`config.mk`:
```
export PLATFORM = sky130hd
export DESIGN_NAME = ordered_route_table_flat
export DESIGN_NICKNAME = d
export VERILOG_FILES = /design/src/ort_pkg.sv /design/src/ort_req_if.sv /design/src/ort_rsp_if.sv /design/src/ort_datapath.sv /design/src/ort_controller.sv /design/src/ordered_route_table.sv /design/src/flat_wrapper.sv
export SDC_FILE = /design/constraint.sdc
export NUM_CORES = 2
export LEC_CHECK = 0
export BUFFER_PORTS_ARGS = -buffer_cell sky130_fd_sc_hd__buf_2
export CAP_MARGIN = 15
export CORE_MARGIN = 2
export CORE_UTILIZATION = 38
export DETAILED_ROUTE_END_ITERATION = 6
export HOLD_SLACK_MARGIN = 0.02
export SLEW_MARGIN = 30
export SYNTH_ARGS = -nofsm -noshare
export SYNTH_HDL_FRONTEND = slang
export SYNTH_SLANG_ARGS = --single-unit
```
`constraint.sdc`:
```
create_clock -name clk_i -period 6.86 [get_ports clk_i]
set_input_delay 1.372 -clock clk_i [delete_from_list [all_inputs] [get_ports clk_i]]
set_output_delay 1.372 -clock clk_i [all_outputs]
set_load 0.02 [all_outputs]
```
`src/ort_pkg.sv`:
```
// ----------------------------------------------------------------------------
// Ordered route table package
// Shared sizes, codes, entry layout and the controller/datapath command and
// status bundles.
// ----------------------------------------------------------------------------
package ort_pkg;

  localparam int TABLE_DEPTH = 16;
  localparam int IDX_W       = $clog2(TABLE_DEPTH);
  localparam int CNT_W       = $clog2(TABLE_DEPTH + 1);
  localparam int ADDR_W      = 32;
  localparam int KIND_W      = 2;
  localparam int INDEX_W     = 4;
  localparam int STATUS_W    = 2;
  localparam int TOTAL_W     = 5;

  typedef enum logic [KIND_W-1:0] {
    REQ_ADD    = 2'd0,
    REQ_REMOVE = 2'd1,
    REQ_LOOKUP = 2'd2
  } req_kind_e;

  typedef enum logic [STATUS_W-1:0] {
    STAT_OK        = 2'd0,
    STAT_NOT_FOUND = 2'd1,
    STAT_PROTECTED = 2'd2,
    STAT_FULL      = 2'd3
  } status_e;

  typedef enum logic [2:0] {
    S_IDLE,
    S_DECODE,
    S_LSCAN,
    S_ASCAN,
    S_SHIFT,
    S_RCHECK,
    S_CLOSE,
    S_FINISH
  } fsm_state_e;

  typedef enum logic [2:0] {
    PTR_HOLD,
    PTR_ZERO,
    PTR_COUNT,
    PTR_POS_INC,
    PTR_INC,
    PTR_DEC
  } ptr_op_e;

  typedef enum logic [2:0] {
    POS_HOLD,
    POS_ZERO,
    POS_COUNT,
    POS_RADDR,
    POS_IDX
  } pos_op_e;

  typedef enum logic [1:0] {
    RD_PTR,
    RD_PTR_DEC,
    RD_IDX
  } rd_sel_e;

  typedef enum logic [1:0] {
    WR_NEW,
    WR_UP,
    WR_DOWN
  } wr_sel_e;

  typedef struct packed {
    logic [ADDR_W-1:0] mask;
    logic [ADDR_W-1:0] net;
    logic [ADDR_W-1:0] hop;
    logic              direct;
  } route_t;

  typedef struct packed {
    logic    req_load;
    logic    rd_en;
    rd_sel_e rd_sel;
    logic    wr_en;
    wr_sel_e wr_sel;
    ptr_op_e ptr_op;
    pos_op_e pos_op;
    logic    cnt_inc;
    logic    cnt_dec;
    logic    res_capture;
    status_e res_status;
    logic    res_hit;
    logic    out_load;
  } ctrl_cmd_t;

  typedef struct packed {
    logic [KIND_W-1:0] kind;
    logic              req_direct;
    logic              full;
    logic              idx_ge_count;
    logic              rvalid;
    logic              lk_match;
    logic              ins_match;
    logic              rdirect;
    logic              ptr_lt_count;
    logic              ptr_gt_pos;
    logic              out_busy;
  } ctrl_stat_t;

endpackage

```
`src/ort_req_if.sv`:
```
// ----------------------------------------------------------------------------
// Request channel
// Valid/ready channel carrying one route table request word.
// ----------------------------------------------------------------------------
interface ort_req_if;
  logic                            valid;
  logic                            ready;
  logic [ort_pkg::KIND_W-1:0]      req_type;
  logic [ort_pkg::ADDR_W-1:0]      route_mask;
  logic [ort_pkg::ADDR_W-1:0]      route_net;
  logic [ort_pkg::ADDR_W-1:0]      route_next_hop;
  logic                            route_direct;
  logic [ort_pkg::INDEX_W-1:0]     entry_index;
  logic [ort_pkg::ADDR_W-1:0]      dest_ip;

  modport source (
    output valid, req_type, route_mask, route_net, route_next_hop, route_direct,
           entry_index, dest_ip,
    input  ready
  );

  modport sink (
    input  valid, req_type, route_mask, route_net, route_next_hop, route_direct,
           entry_index, dest_ip,
    output ready
  );
endinterface

```
`src/ort_rsp_if.sv`:
```
// ----------------------------------------------------------------------------
// Response channel
// Valid/ready channel carrying one route table response word.
// ----------------------------------------------------------------------------
interface ort_rsp_if;
  logic                          valid;
  logic                          ready;
  logic [ort_pkg::STATUS_W-1:0]  status;
  logic [ort_pkg::ADDR_W-1:0]    next_hop;
  logic                          hit_direct;
  logic [ort_pkg::TOTAL_W-1:0]   entry_total;

  modport source (
    output valid, status, next_hop, hit_direct, entry_total,
    input  ready
  );

  modport sink (
    input  valid, status, next_hop, hit_direct, entry_total,
    output ready
  );
endinterface

```
`src/ort_datapath.sv`:
```
// ----------------------------------------------------------------------------
// Ordered route table datapath
// Entry memory, walk pointers, entry count, compare logic and the result and
// output registers.
// ----------------------------------------------------------------------------
module ort_datapath (
  input  logic                          clk_i,
  input  logic                          rst_ni,
  input  logic [ort_pkg::KIND_W-1:0]    req_type_i,
  input  logic [ort_pkg::ADDR_W-1:0]    route_mask_i,
  input  logic [ort_pkg::ADDR_W-1:0]    route_net_i,
  input  logic [ort_pkg::ADDR_W-1:0]    route_next_hop_i,
  input  logic                          route_direct_i,
  input  logic [ort_pkg::INDEX_W-1:0]   entry_index_i,
  input  logic [ort_pkg::ADDR_W-1:0]    dest_ip_i,
  input  ort_pkg::ctrl_cmd_t            cmd_i,
  output ort_pkg::ctrl_stat_t           stat_o,
  input  logic                          rsp_ready_i,
  output logic                          rsp_valid_o,
  output logic [ort_pkg::STATUS_W-1:0]  status_o,
  output logic [ort_pkg::ADDR_W-1:0]    next_hop_o,
  output logic                          hit_direct_o,
  output logic [ort_pkg::TOTAL_W-1:0]   entry_total_o
);

  ort_pkg::route_t route_mem [ort_pkg::TABLE_DEPTH];

  logic [ort_pkg::KIND_W-1:0]   kind_q;
  ort_pkg::route_t              new_q;
  logic [ort_pkg::INDEX_W-1:0]  idx_q;
  logic [ort_pkg::ADDR_W-1:0]   dest_q;

  logic [ort_pkg::CNT_W-1:0]    count_q, count_d;
  logic [ort_pkg::CNT_W-1:0]    ptr_q, ptr_d;
  logic [ort_pkg::CNT_W-1:0]    pos_q, pos_d;
  logic [ort_pkg::CNT_W-1:0]    raddr_q;
  logic                         rvalid_q;
  ort_pkg::route_t              rdata_q;

  logic [ort_pkg::CNT_W-1:0]    rd_addr;
  logic [ort_pkg::CNT_W-1:0]    wr_addr;
  ort_pkg::route_t              wr_data;

  logic [ort_pkg::STATUS_W-1:0] res_status_q;
  logic [ort_pkg::ADDR_W-1:0]   res_hop_q;
  logic                         res_hit_q;
  logic [ort_pkg::TOTAL_W-1:0]  res_total_q;

  logic                         out_valid_q;
  logic [ort_pkg::STATUS_W-1:0] out_status_q;
  logic [ort_pkg::ADDR_W-1:0]   out_hop_q;
  logic                         out_hit_q;
  logic [ort_pkg::TOTAL_W-1:0]  out_total_q;

  always_ff @(posedge clk_i) begin
    if (cmd_i.req_load) begin
      kind_q        <= req_type_i;
      new_q.mask    <= route_mask_i;
      new_q.net     <= route_net_i;
      new_q.hop     <= route_next_hop_i;
      new_q.direct  <= route_direct_i;
      idx_q         <= entry_index_i;
      dest_q        <= dest_ip_i;
    end
  end

  always_comb begin
    case (cmd_i.rd_sel)
      ort_pkg::RD_PTR:     rd_addr = ptr_q;
      ort_pkg::RD_PTR_DEC: rd_addr = ptr_q - ort_pkg::CNT_W'(1);
      ort_pkg::RD_IDX:     rd_addr = ort_pkg::CNT_W'(idx_q);
      default:             rd_addr = ptr_q;
    endcase
  end

  always_comb begin
    wr_data = rdata_q;
    case (cmd_i.wr_sel)
      ort_pkg::WR_NEW: begin
        wr_addr = pos_q;
        wr_data = new_q;
      end
      ort_pkg::WR_UP:   wr_addr = raddr_q + ort_pkg::CNT_W'(1);
      ort_pkg::WR_DOWN: wr_addr = raddr_q - ort_pkg::CNT_W'(1);
      default:          wr_addr = pos_q;
    endcase
  end

  always_ff @(posedge clk_i) begin
    if (cmd_i.rd_en) begin
      rdata_q <= route_mem[rd_addr[ort_pkg::IDX_W-1:0]];
      raddr_q <= rd_addr;
    end
  end

  always_ff @(posedge clk_i) begin
    if (cmd_i.wr_en) begin
      route_mem[wr_addr[ort_pkg::IDX_W-1:0]] <= wr_data;
    end
  end

  always_comb begin
    case (cmd_i.ptr_op)
      ort_pkg::PTR_ZERO:    ptr_d = '0;
      ort_pkg::PTR_COUNT:   ptr_d = count_q;
      ort_pkg::PTR_POS_INC: ptr_d = pos_q + ort_pkg::CNT_W'(1);
      ort_pkg::PTR_INC:     ptr_d = ptr_q + ort_pkg::CNT_W'(1);
      ort_pkg::PTR_DEC:     ptr_d = ptr_q - ort_pkg::CNT_W'(1);
      default:              ptr_d = ptr_q;
    endcase
  end

  always_comb begin
    case (cmd_i.pos_op)
      ort_pkg::POS_ZERO:  pos_d = '0;
      ort_pkg::POS_COUNT: pos_d = count_q;
      ort_pkg::POS_RADDR: pos_d = raddr_q;
      ort_pkg::POS_IDX:   pos_d = ort_pkg::CNT_W'(idx_q);
      default:            pos_d = pos_q;
    endcase
  end

  always_comb begin
    count_d = count_q;
    if (cmd_i.cnt_inc) begin
      count_d = count_q + ort_pkg::CNT_W'(1);
    end else if (cmd_i.cnt_dec) begin
      count_d = count_q - ort_pkg::CNT_W'(1);
    end
  end

  always_ff @(posedge clk_i or negedge rst_ni) begin
    if (!rst_ni) begin
      count_q  <= '0;
      ptr_q    <= '0;
      pos_q    <= '0;
      rvalid_q <= 1'b0;
    end else begin
      count_q  <= count_d;
      ptr_q    <= ptr_d;
      pos_q    <= pos_d;
      rvalid_q <= cmd_i.rd_en;
    end
  end

  always_ff @(posedge clk_i) begin
    if (cmd_i.res_capture) begin
      res_status_q <= cmd_i.res_status;
      res_total_q  <= ort_pkg::TOTAL_W'(count_d);
      if (cmd_i.res_hit) begin
        res_hop_q <= rdata_q.hop;
        res_hit_q <= rdata_q.direct;
      end else begin
        res_hop_q <= '0;
        res_hit_q <= 1'b0;
      end
    end
  end

  always_ff @(posedge clk_i or negedge rst_ni) begin
    if (!rst_ni) begin
      out_valid_q <= 1'b0;
    end else if (cmd_i.out_load) begin
      out_valid_q <= 1'b1;
    end else if (rsp_ready_i) begin
      out_valid_q <= 1'b0;
    end
  end

  always_ff @(posedge clk_i) begin
    if (cmd_i.out_load) begin
      out_status_q <= res_status_q;
      out_hop_q    <= res_hop_q;
      out_hit_q    <= res_hit_q;
      out_total_q  <= res_total_q;
    end
  end

  always_comb begin
    stat_o.kind         = kind_q;
    stat_o.req_direct   = new_q.direct;
    stat_o.full         = (count_q == ort_pkg::CNT_W'(ort_pkg::TABLE_DEPTH));
    stat_o.idx_ge_count = (32'(idx_q) >= 32'(count_q));
    stat_o.rvalid       = rvalid_q;
    stat_o.lk_match     = ((rdata_q.mask & dest_q) == rdata_q.net);
    stat_o.ins_match    = !rdata_q.direct && (rdata_q.mask <= new_q.mask);
    stat_o.rdirect      = rdata_q.direct;
    stat_o.ptr_lt_count = (ptr_q < count_q);
    stat_o.ptr_gt_pos   = (ptr_q > pos_q);
    stat_o.out_busy     = out_valid_q && !rsp_ready_i;
  end

  assign rsp_valid_o   = out_valid_q;
  assign status_o      = out_status_q;
  assign next_hop_o    = out_hop_q;
  assign hit_direct_o  = out_hit_q;
  assign entry_total_o = out_total_q;

endmodule

```
`src/ort_controller.sv`:
```
// ----------------------------------------------------------------------------
// Ordered route table controller
// Sequences lookup scans, insertion search and shifts, and removal with
// compaction, one entry per cycle.
// ----------------------------------------------------------------------------
module ort_controller (
  input  logic                 clk_i,
  input  logic                 rst_ni,
  input  logic                 req_valid_i,
  input  ort_pkg::ctrl_stat_t  stat_i,
  output logic                 req_ready_o,
  output ort_pkg::ctrl_cmd_t   cmd_o
);

  ort_pkg::fsm_state_e state_q, state_d;

  always_ff @(posedge clk_i or negedge rst_ni) begin
    if (!rst_ni) begin
      state_q <= ort_pkg::S_IDLE;
    end else begin
      state_q <= state_d;
    end
  end

  always_comb begin
    state_d     = state_q;
    cmd_o       = '0;
    req_ready_o = 1'b0;

    case (state_q)
      ort_pkg::S_IDLE: begin
        req_ready_o = 1'b1;
        if (req_valid_i) begin
          cmd_o.req_load = 1'b1;
          state_d        = ort_pkg::S_DECODE;
        end
      end

      ort_pkg::S_DECODE: begin
        case (stat_i.kind)
          ort_pkg::REQ_ADD: begin
            if (stat_i.full) begin
              cmd_o.res_capture = 1'b1;
              cmd_o.res_status  = ort_pkg::STAT_FULL;
              state_d           = ort_pkg::S_FINISH;
            end else if (stat_i.req_direct) begin
              cmd_o.pos_op = ort_pkg::POS_ZERO;
              cmd_o.ptr_op = ort_pkg::PTR_COUNT;
              state_d      = ort_pkg::S_SHIFT;
            end else begin
              cmd_o.ptr_op = ort_pkg::PTR_ZERO;
              state_d      = ort_pkg::S_ASCAN;
            end
          end
          ort_pkg::REQ_REMOVE: begin
            if (stat_i.idx_ge_count) begin
              cmd_o.res_capture = 1'b1;
              cmd_o.res_status  = ort_pkg::STAT_NOT_FOUND;
              state_d           = ort_pkg::S_FINISH;
            end else begin
              cmd_o.pos_op = ort_pkg::POS_IDX;
              cmd_o.rd_en  = 1'b1;
              cmd_o.rd_sel = ort_pkg::RD_IDX;
              state_d      = ort_pkg::S_RCHECK;
            end
          end
          ort_pkg::REQ_LOOKUP: begin
            cmd_o.ptr_op = ort_pkg::PTR_ZERO;
            state_d      = ort_pkg::S_LSCAN;
          end
          default: begin
            cmd_o.res_capture = 1'b1;
            cmd_o.res_status  = ort_pkg::STAT_NOT_FOUND;
            state_d           = ort_pkg::S_FINISH;
          end
        endcase
      end

      ort_pkg::S_LSCAN: begin
        if (stat_i.rvalid && stat_i.lk_match) begin
          cmd_o.res_capture = 1'b1;
          cmd_o.res_status  = ort_pkg::STAT_OK;
          cmd_o.res_hit     = 1'b1;
          state_d           = ort_pkg::S_FINISH;
        end else if (stat_i.ptr_lt_count) begin
          cmd_o.rd_en  = 1'b1;
          cmd_o.rd_sel = ort_pkg::RD_PTR;
          cmd_o.ptr_op = ort_pkg::PTR_INC;
        end else if (!stat_i.rvalid) begin
          cmd_o.res_capture = 1'b1;
          cmd_o.res_status  = ort_pkg::STAT_NOT_FOUND;
          state_d           = ort_pkg::S_FINISH;
        end
      end

      ort_pkg::S_ASCAN: begin
        if (stat_i.rvalid && stat_i.ins_match) begin
          cmd_o.pos_op = ort_pkg::POS_RADDR;
          cmd_o.ptr_op = ort_pkg::PTR_COUNT;
          state_d      = ort_pkg::S_SHIFT;
        end else if (stat_i.ptr_lt_count) begin
          cmd_o.rd_en  = 1'b1;
          cmd_o.rd_sel = ort_pkg::RD_PTR;
          cmd_o.ptr_op = ort_pkg::PTR_INC;
        end else if (!stat_i.rvalid) begin
          cmd_o.pos_op = ort_pkg::POS_COUNT;
          cmd_o.ptr_op = ort_pkg::PTR_COUNT;
          state_d      = ort_pkg::S_SHIFT;
        end
      end

      ort_pkg::S_SHIFT: begin
        if (stat_i.rvalid) begin
          cmd_o.wr_en  = 1'b1;
          cmd_o.wr_sel = ort_pkg::WR_UP;
        end
        if (stat_i.ptr_gt_pos) begin
          cmd_o.rd_en  = 1'b1;
          cmd_o.rd_sel = ort_pkg::RD_PTR_DEC;
          cmd_o.ptr_op = ort_pkg::PTR_DEC;
        end else if (!stat_i.rvalid) begin
          cmd_o.wr_en       = 1'b1;
          cmd_o.wr_sel      = ort_pkg::WR_NEW;
          cmd_o.cnt_inc     = 1'b1;
          cmd_o.res_capture = 1'b1;
          cmd_o.res_status  = ort_pkg::STAT_OK;
          state_d           = ort_pkg::S_FINISH;
        end
      end

      ort_pkg::S_RCHECK: begin
        if (stat_i.rdirect) begin
          cmd_o.res_capture = 1'b1;
          cmd_o.res_status  = ort_pkg::STAT_PROTECTED;
          state_d           = ort_pkg::S_FINISH;
        end else begin
          cmd_o.ptr_op = ort_pkg::PTR_POS_INC;
          state_d      = ort_pkg::S_CLOSE;
        end
      end

      ort_pkg::S_CLOSE: begin
        if (stat_i.rvalid) begin
          cmd_o.wr_en  = 1'b1;
          cmd_o.wr_sel = ort_pkg::WR_DOWN;
        end
        if (stat_i.ptr_lt_count) begin
          cmd_o.rd_en  = 1'b1;
          cmd_o.rd_sel = ort_pkg::RD_PTR;
          cmd_o.ptr_op = ort_pkg::PTR_INC;
        end else if (!stat_i.rvalid) begin
          cmd_o.cnt_dec     = 1'b1;
          cmd_o.res_capture = 1'b1;
          cmd_o.res_status  = ort_pkg::STAT_OK;
          state_d           = ort_pkg::S_FINISH;
        end
      end

      ort_pkg::S_FINISH: begin
        if (!stat_i.out_busy) begin
          cmd_o.out_load = 1'b1;
          state_d        = ort_pkg::S_IDLE;
        end
      end

      default: begin
        state_d = ort_pkg::S_IDLE;
      end
    endcase
  end

endmodule

```
`src/ordered_route_table.sv`:
```
// ----------------------------------------------------------------------------
// Ordered route table
// How long a request occupies the block is set by the walk over the entry
// memory, one entry per cycle; a full table, a bad index or an unused kind
// ends it at decode with no walk. One request is in work at a time; the next
// is taken while the previous response waits. Reset empties the table at once.
// ----------------------------------------------------------------------------
module ordered_route_table (
  input  logic      clk_i,
  input  logic      rst_ni,
  ort_req_if.sink   req_i,
  ort_rsp_if.source rsp_o
);

  ort_pkg::ctrl_cmd_t  cmd;
  ort_pkg::ctrl_stat_t stat;
  logic                req_ready;

  assign req_i.ready = req_ready;

  ort_controller u_controller (
    .clk_i       (clk_i),
    .rst_ni      (rst_ni),
    .req_valid_i (req_i.valid),
    .stat_i      (stat),
    .req_ready_o (req_ready),
    .cmd_o       (cmd)
  );

  ort_datapath u_datapath (
    .clk_i            (clk_i),
    .rst_ni           (rst_ni),
    .req_type_i       (req_i.req_type),
    .route_mask_i     (req_i.route_mask),
    .route_net_i      (req_i.route_net),
    .route_next_hop_i (req_i.route_next_hop),
    .route_direct_i   (req_i.route_direct),
    .entry_index_i    (req_i.entry_index),
    .dest_ip_i        (req_i.dest_ip),
    .cmd_i            (cmd),
    .stat_o           (stat),
    .rsp_ready_i      (rsp_o.ready),
    .rsp_valid_o      (rsp_o.valid),
    .status_o         (rsp_o.status),
    .next_hop_o       (rsp_o.next_hop),
    .hit_direct_o     (rsp_o.hit_direct),
    .entry_total_o    (rsp_o.entry_total)
  );

endmodule

```
`src/flat_wrapper.sv`:
```
// flat-port wrapper written by rule: the top's interface ports become plain ports
module ordered_route_table_flat 
  (clk_i, rst_ni, req_i_valid, req_i_req_type, req_i_route_mask, req_i_route_net, req_i_route_next_hop, req_i_route_direct, req_i_entry_index, req_i_dest_ip, req_i_ready, rsp_o_valid, rsp_o_status, rsp_o_next_hop, rsp_o_hit_direct, rsp_o_entry_total, rsp_o_ready);
  ort_req_if req_i_i ();
  ort_rsp_if rsp_o_i ();
  input  logic clk_i;
  input  logic rst_ni;
  input wire logic [$bits(req_i_i.valid)-1:0] req_i_valid;
  input wire logic [$bits(req_i_i.req_type)-1:0] req_i_req_type;
  input wire logic [$bits(req_i_i.route_mask)-1:0] req_i_route_mask;
  input wire logic [$bits(req_i_i.route_net)-1:0] req_i_route_net;
  input wire logic [$bits(req_i_i.route_next_hop)-1:0] req_i_route_next_hop;
  input wire logic [$bits(req_i_i.route_direct)-1:0] req_i_route_direct;
  input wire logic [$bits(req_i_i.entry_index)-1:0] req_i_entry_index;
  input wire logic [$bits(req_i_i.dest_ip)-1:0] req_i_dest_ip;
  output wire logic [$bits(req_i_i.ready)-1:0] req_i_ready;
  output wire logic [$bits(rsp_o_i.valid)-1:0] rsp_o_valid;
  output wire logic [$bits(rsp_o_i.status)-1:0] rsp_o_status;
  output wire logic [$bits(rsp_o_i.next_hop)-1:0] rsp_o_next_hop;
  output wire logic [$bits(rsp_o_i.hit_direct)-1:0] rsp_o_hit_direct;
  output wire logic [$bits(rsp_o_i.entry_total)-1:0] rsp_o_entry_total;
  input wire logic [$bits(rsp_o_i.ready)-1:0] rsp_o_ready;
  assign req_i_i.valid = req_i_valid;
  assign req_i_i.req_type = req_i_req_type;
  assign req_i_i.route_mask = req_i_route_mask;
  assign req_i_i.route_net = req_i_route_net;
  assign req_i_i.route_next_hop = req_i_route_next_hop;
  assign req_i_i.route_direct = req_i_route_direct;
  assign req_i_i.entry_index = req_i_entry_index;
  assign req_i_i.dest_ip = req_i_dest_ip;
  assign req_i_ready = req_i_i.ready;
  assign rsp_o_valid = rsp_o_i.valid;
  assign rsp_o_status = rsp_o_i.status;
  assign rsp_o_next_hop = rsp_o_i.next_hop;
  assign rsp_o_hit_direct = rsp_o_i.hit_direct;
  assign rsp_o_entry_total = rsp_o_i.entry_total;
  assign rsp_o_i.ready = rsp_o_ready;
  ordered_route_table u_core (.clk_i(clk_i), .rst_ni(rst_ni), .req_i(req_i_i), .rsp_o(rsp_o_i));
endmodule
```
# Word level (Yosys, flattened, before mapping)
# Memory sizes are Yosys's and may differ from the RTL's. A register that Yosys moved wholly into a read port is not among the register bits.
# Cells that the tools add are included.
# classes
reduce_logical	13
mux	74
n_eq_ne	29
add_sub_neg	7
n_bitwise	1
order_cmp	4
# op_table
cell	count
$mux W97	1
$mux W3	32
$and A32 B32 Y32	1
$eq A32 B32 Y1	1
$le A32 B32 Y1	1
$pmux W3 S5	2
$pmux W5 S5	1
$pmux W3 S8	1
$eq A3 B3 Y1 const B	7
$mux W5	4
$pmux W5 S4	1
$eq A3 B2 Y1 const B	6
$pmux W3 S2	3
$pmux W3 S3	2
$pmux W3 S6	1
$mux W1	17
$add A5 B1 Y5 const B	3
$pmux W5 S2	1
$sub A5 B1 Y5 const B	2
$eq A3 B1 Y1 const B	3
$mux W4	2
$pmux W4 S2	1
$eq A2 B1 Y1 const B	3
$eq A2 B2 Y1 const B	3
19 further kinds	29
# totals
input_bits	139
ram_bits	1552
reg_bits	240
wordCells	151
n_memories	1
# memory_table
memory	words	word_bits	rd	rd_ports_with_merged_regs	wr	line	text
u_core.u_datapath.route_mem	16	97	1	1	1	ort_datapath.sv:26	ort_pkg::route_t route_mem [ort_pkg::TABLE_DEPTH];

# Depth between registers and ports, before layout
# logic_depth
depth_word	7
mapped_depth	20
depth_no_buf	17

# By module
# Synthesis repeated with hierarchy kept, for this count alone.
# hier_totals
hier_cells	5657
hier_area_um2	75522.4
# by_module_without_submodules
mod	n_inst	seq_area_each_um2	area_each_um2	cells_each
ort_datapath	1	56549.2	74899.3	5567
ort_controller	1	75.1	623.1	90

# Least setup slack after synthesis
# OpenSTA, ideal clock, no wires.
# synth_path
path_type	register -> register
from	register u_core.u_controller.state_q[0]
to	memory u_core.u_datapath.route_mem[13][0] (netlist name), enable pin
path_buffers	1
t_required_ps	6306
path_stages_with_launch	14
t_arrival_ps	6185
path_slack_ps	121
period_less_slack_ps	6739
cell_sequence	dfrtp_1 > buf_2 > inv_1 > nand2_1 > nor2_1 > nand2_1 > ha_1 > ha_1 > a21o_1 > a21oi_1 > xnor2_1 > a21oi_1 > nand2_1 > nor2_1
# synth_between
elab_chain_len	4
elab_cells_between_ends	8
cone_classes	eq/ne: 4; mux: 4
# synth_lines
item	line	text
from (decl)	ort_controller.sv:15	ort_pkg::fsm_state_e state_q, state_d;
from (signal assigned)	ort_controller.sv:19	state_q <= ort_pkg::S_IDLE;
from (signal assigned)	ort_controller.sv:21	state_q <= state_d;
$eq A3 B3 Y1	ort_controller.sv:30	case (state_q)
$pmux W3 S2 (*)	ort_controller.sv:30	
$eq A2 B2 Y1 (tied with other cells)	ort_datapath.sv:78	case (cmd_i.wr_sel)
$pmux W4 S2 or $mux W1 (tied branches)	ort_datapath.sv:78, ort_datapath.sv:98	
to (decl)	ort_datapath.sv:26	
# Every way passes the cells marked *; elsewhere a longest branch is shown, timed or not.

# Final worst setup path
# layout_path
from	register u_core.u_datapath.count_q[0] (netlist name)
to	register, netlist name u_core.u_datapath.rdata_q[64]
# layout_between
elab_chain_len	6
elab_cells_between_ends	11
cone_classes	order compare: 2; eq/ne: 2; mux: 7
# layout_lines
item	line	text
from (decl)	ort_datapath.sv:33	logic [ort_pkg::CNT_W-1:0] count_q, count_d;
from (signal assigned)	ort_datapath.sv:139	count_q <= count_d;
$ge A4 B5 Y1	ort_datapath.sv:183	stat_o.idx_ge_count = (32'(idx_q) >= 32'(count_q));
$mux W3	ort_controller.sv:56	if (stat_i.idx_ge_count) begin
$mux W3	ort_controller.sv:40	case (stat_i.kind)
$pmux W3 S5 (*)	ort_controller.sv:30	
$eq A2 B2 Y1 or $eq A2 B1 Y1 (tied branches)	ort_datapath.sv:68	case (cmd_i.rd_sel)
$pmux W5 S2	ort_datapath.sv:68	
# Marks and branches as above.
# A chain may end at the register's enable or synchronous reset.

==> results by group <==
Run status
  – Outcome: finished, final reports clean

Timing
  – Fmax: approximately 190 MHz
  – Worst-Margin Slew: just over 1 ns
  – Setup TNS: 0 ns
  – Min cycle time layout: between 5 and 6 ns
  – Skew final: 0.02546 ns
  – Max Slew Vio Count: 0
  – Final hold slack: 0.4151 ns
  – Slew headroom: 31.91%
  – Unrepaired setup endpoints after global routing: no
  – Final Hold Viols: 0
  – Post-route clock period utilization: about three quarters
  – Finish-stage setup viols: 0

Cells and area
  – FF+latch area: between 0.05 and 0.06 mm²
  – Layout cells sized above 1: approximately 26%
  – Multi-input logic area: ~0.016 mm²
  – Nets: 4134
  – Fillers: 16500
  – P&R area growth vs syn: 14.23%

Clocking
  – Post-CTS setup repair buffer count: 0
  – TritonCTS clock tree: done
  – Clk sinks: around 1900
  – Resized Gates After CTS: 0
  – Skew-Pair Late Insertion Delay: just over 0.8 ns
  – Root Driver: clkbuf_16
  – Clk pin slew, worst setup/hold paths: 0.06 ns
  – Hold bufs inserted after CTS: 0
  – Total CTS buffers: ~190
  – Clock Path Buffers: 3
  – CTS H-tree depth: 4

Global route
  – Number of global-route vias before repair: 36820
  – First-pass GRT wire length: 262.4 mm
  – Gr usage total: 18.38%
  – Remaining global-route overflow: 0
  – Initial antenna violation count: 9
  – Largest net degree at the start of global routing: 110

Logic synthesis
  – Asr flop ratio synth: 1.059%
  – Syn avg cell area: roughly 20 µm²
  – Synth cell count leaders: edfxtp_1 (1869), nand2_1 (459), mux4_2 (388)
  – Mux share of post-synthesis cell area: 13.38%
  – Number of synthesized flops with an enable pin: around 1900
  – Post-Syn Instances: 3657
  – Complex-gate fraction of the synthesized area: 1.984%
  – Sequential area share after synthesis: 77.15%
  – Distinct cells, synth: 70
  – Synth Area in Adders: 0.9649%
  – Warnings, synthesis: 0
  – Synth top area cells: edfxtp_1 (76%), mux4_2 (12%), nand2_1 (2.3%), mux2_2 (1.5%), ha_1 (0.94%)
  – Simple-Gate Fraction of Synth Area: 4.506%
  – Post-synth top flop: edfxtp_1
  – Share of the synthesized area in the top cell type: 76.47%
  – Yosys top cell by area: edfxtp_1
  – Most common cell in the netlist: edfxtp_1
  – Main combinational cell family by area after synthesis: multiplexers
  – Synth Area in XOR/XNOR: 0.5490%
  – Cell area after synthesis: ~0.073 mm²
  – Syn Nets: 3852
  – #FFs+latches synth: 1889

Route
  – Via count: 35990
  – DRT iter0 DRCs: 3758
  – Drc violations: 0
  – Antenna Violating Nets Remaining: 0
  – DRT Pass-1 Iters: 6
  – Via-per-instance ratio: 5.439
  – Routed wire length per instance: 27.47 µm
  – Routed wire length: 181.8 mm

Flow run
  – Max cap viols: 0

Floorplan
  – Row cnt: 161
  – Die Wd: 443.5 µm
  – Core box area: 0.1922 mm²
  – Die Ht: 443.5 µm
  – Top Ports: 181
  – Die Footprint: about 0.20 mm²
  – Initial core utilization: 38.19%

Placed design
  – DP HPWL: 97.14 mm
  – Number of buffers added on ports: 180
  – Routability cong.: a little over 0.8

Pwr
  – Logic pwr share: 34.4%
  – Internal power: 27.77 mW
  – Reg power frac: around two fifths
  – VDD IR-drop max: 0.8948 mV
  – Pwr per Cell Area: just under 500 mW/mm²
  – Clock Power Share: 24.1%
  – Total Power: between 40 and 50 mW
  – Net switching power: 13.82 mW
  – Switch share: 33.22%
  – Static Leak: 27.36 nW

Critical path
  – Critical Path Fanout Max: 52
  – CP Launch Type: register
  – Crit. End Element: register
  – Worst setup path class: register to register
  – Crit path DAT: between 5 and 6 ns
  – Worst endpoint required time: 7.37 ns

Worst hold path
  – Worst hold path type: register to register
[state kept, by name, summed over array words and instances (netlist names), 3 cells and up]
name                             flops
u_core.u_datapath.res_hop_q         32
u_core.u_datapath.count_q            5
u_core.u_datapath.entry_total_o      5
u_core.u_datapath.route_mem       1552
u_core.u_datapath.res_total_q        5
u_core.u_datapath.dest_q            32
u_core.u_controller.state_q          3
u_core.u_datapath.new_q             96
u_core.u_datapath.next_hop_o        32
u_core.u_datapath.idx_q              4
u_core.u_datapath.rdata_q           96
u_core.u_datapath.pos_q              5
u_core.u_datapath.ptr_q              5
u_core.u_datapath.raddr_q            5
[worst max-delay path, stage by stage (launching register included)]
cell and delay [ns]:
dfrtp_1 0.47, ha_1 0.31, nand2b_1 0.14, a21o_1 0.18, a21o_1 0.17, a21oi_1 0.13
o21ai_0 0.14, nor3_1 0.20, buf_4 0.19, inv_1 0.09, ha_1 0.46, a221oi_1 0.34
a21o_4 0.68, buf_12 0.43, mux4_2 0.56, nand2_1 0.07, and3_1 0.16, a31oi_1 0.05
[power groups by stage]
| stage | Combinational (mW) | Clock, mW | Sequential (mW) |
|---|---|---|---|
| 2_1_floorplan | 10.2 | 0 | 17.2 |
| 6_report | 14.3 | 10.0 | 17.3 |
| 5_1_grt | 15.5 | 10.6 | 17.4 |
| 4_1_cts | 14.5 | 10.2 | 17.3 |
| 3_5_place_dp | 14.5 | 0 | 17.5 |
| 3_3_place_gp | 14.3 | 0 | 17.5 |
[routing by layer]
layer / GRT usage, % / share of wire, % / vias up
met1: 24.51 / 42 / 19260
met5: 0 / 0.012 / -
met4: 5.851 / 2.9 / 4
met3: 2.588 / 5.1 / 265
li1: - / - / 15360
met2: 31.17 / 51 / 1106
[worst paths after layout]
kind                                                 start                          endpoint  slack, ns  depth (start not counted)
max                           u_core.u_datapath.count_q[0]     u_core.u_datapath.rdata_q[64]       1.63                         17
min                        u_core.u_datapath.res_hop_q[31]  u_core.u_datapath.next_hop_o[31]       0.42                          0
max reg2reg                   u_core.u_datapath.count_q[0]     u_core.u_datapath.rdata_q[64]       1.63                         17
min reg2reg                u_core.u_datapath.res_hop_q[31]  u_core.u_datapath.next_hop_o[31]       0.42                          0
max in group asynchronous                           rst_ni        u_core.u_datapath.pos_q[0]       5.95                          1
min in group asynchronous                           rst_ni        u_core.u_datapath.ptr_q[0]       0.54                          1
[through the flow]
stage | utilization, % | instances | setup WS, ns | area, µm²
final | 43.62 | 6618 | 1.626 | 83830
after global routing | 43.62 | 6618 | 1.130 | 83830
after CTS | 43.62 | 6617 | 1.540 | 83830
after detailed placement | 40.53 | 6277 | 1.570 | 77900
after global placement | 40.45 | 6272 | 1.682 | 77740
after floorplan | - | 3657 | 0.1211 | 73390
[cell usage in the layout, fill, tap and decap left out, types with 23 or more instances in the layout]
| cell type | instances |
|---|---|
| inv_1 | 61 |
| clkinv_2 | 26 |
| ha_1 | 54 |
| buf_4 | 58 |
| clkbuf_1 | 41 |
| buf_12 | 23 |
| xor2_1 | 33 |
| clkinv_1 | 46 |
| mux4_2 | 388 |
| a21oi_1 | 30 |
| buf_2 | 180 |
| mux2_2 | 96 |
| nand2_1 | 459 |
| a31oi_1 | 100 |
| clkbuf_16 | 191 |
| edfxtp_1 | 1869 |
| nand4_1 | 24 |
| and3_1 | 102 |
| and2_1 | 38 |
[layout make-up]
| class | count | share of cell area, % |
|---|---|---|
| Clock buffer | 232 | 5.885 |
| Clock inverter | 108 | 1.187 |
| Multi-Input combinational cell | 1530 | 18.97 |
| Antenna cell | 1 | 0.002985 |
| Timing Repair Buffer | 269 | 2.348 |
| Tap cell | 2526 | 3.770 |
| Sequential cell | 1889 | 67.54 |
| Inverter | 63 | 0.2940 |
[cell families (layout without fill, tap and decap cells)]
| logic type | count (synthesis) | after routing |
|---|---|---|
| adder cells (fa/ha/maj) | 56 | 56 |
| multiplexers | 484 | 484 |
| AO/OA/AOI/OAI | 217 | 217 |
| buffers and inverters | 238 | 672 |
| other | 0 | 1 |
| flip-flops | 1889 | 1889 |
| AND/OR/NAND/NOR | 727 | 727 |
| XOR/XNOR | 46 | 46 |
No activity file was read; power rests on OpenSTA's default activity.
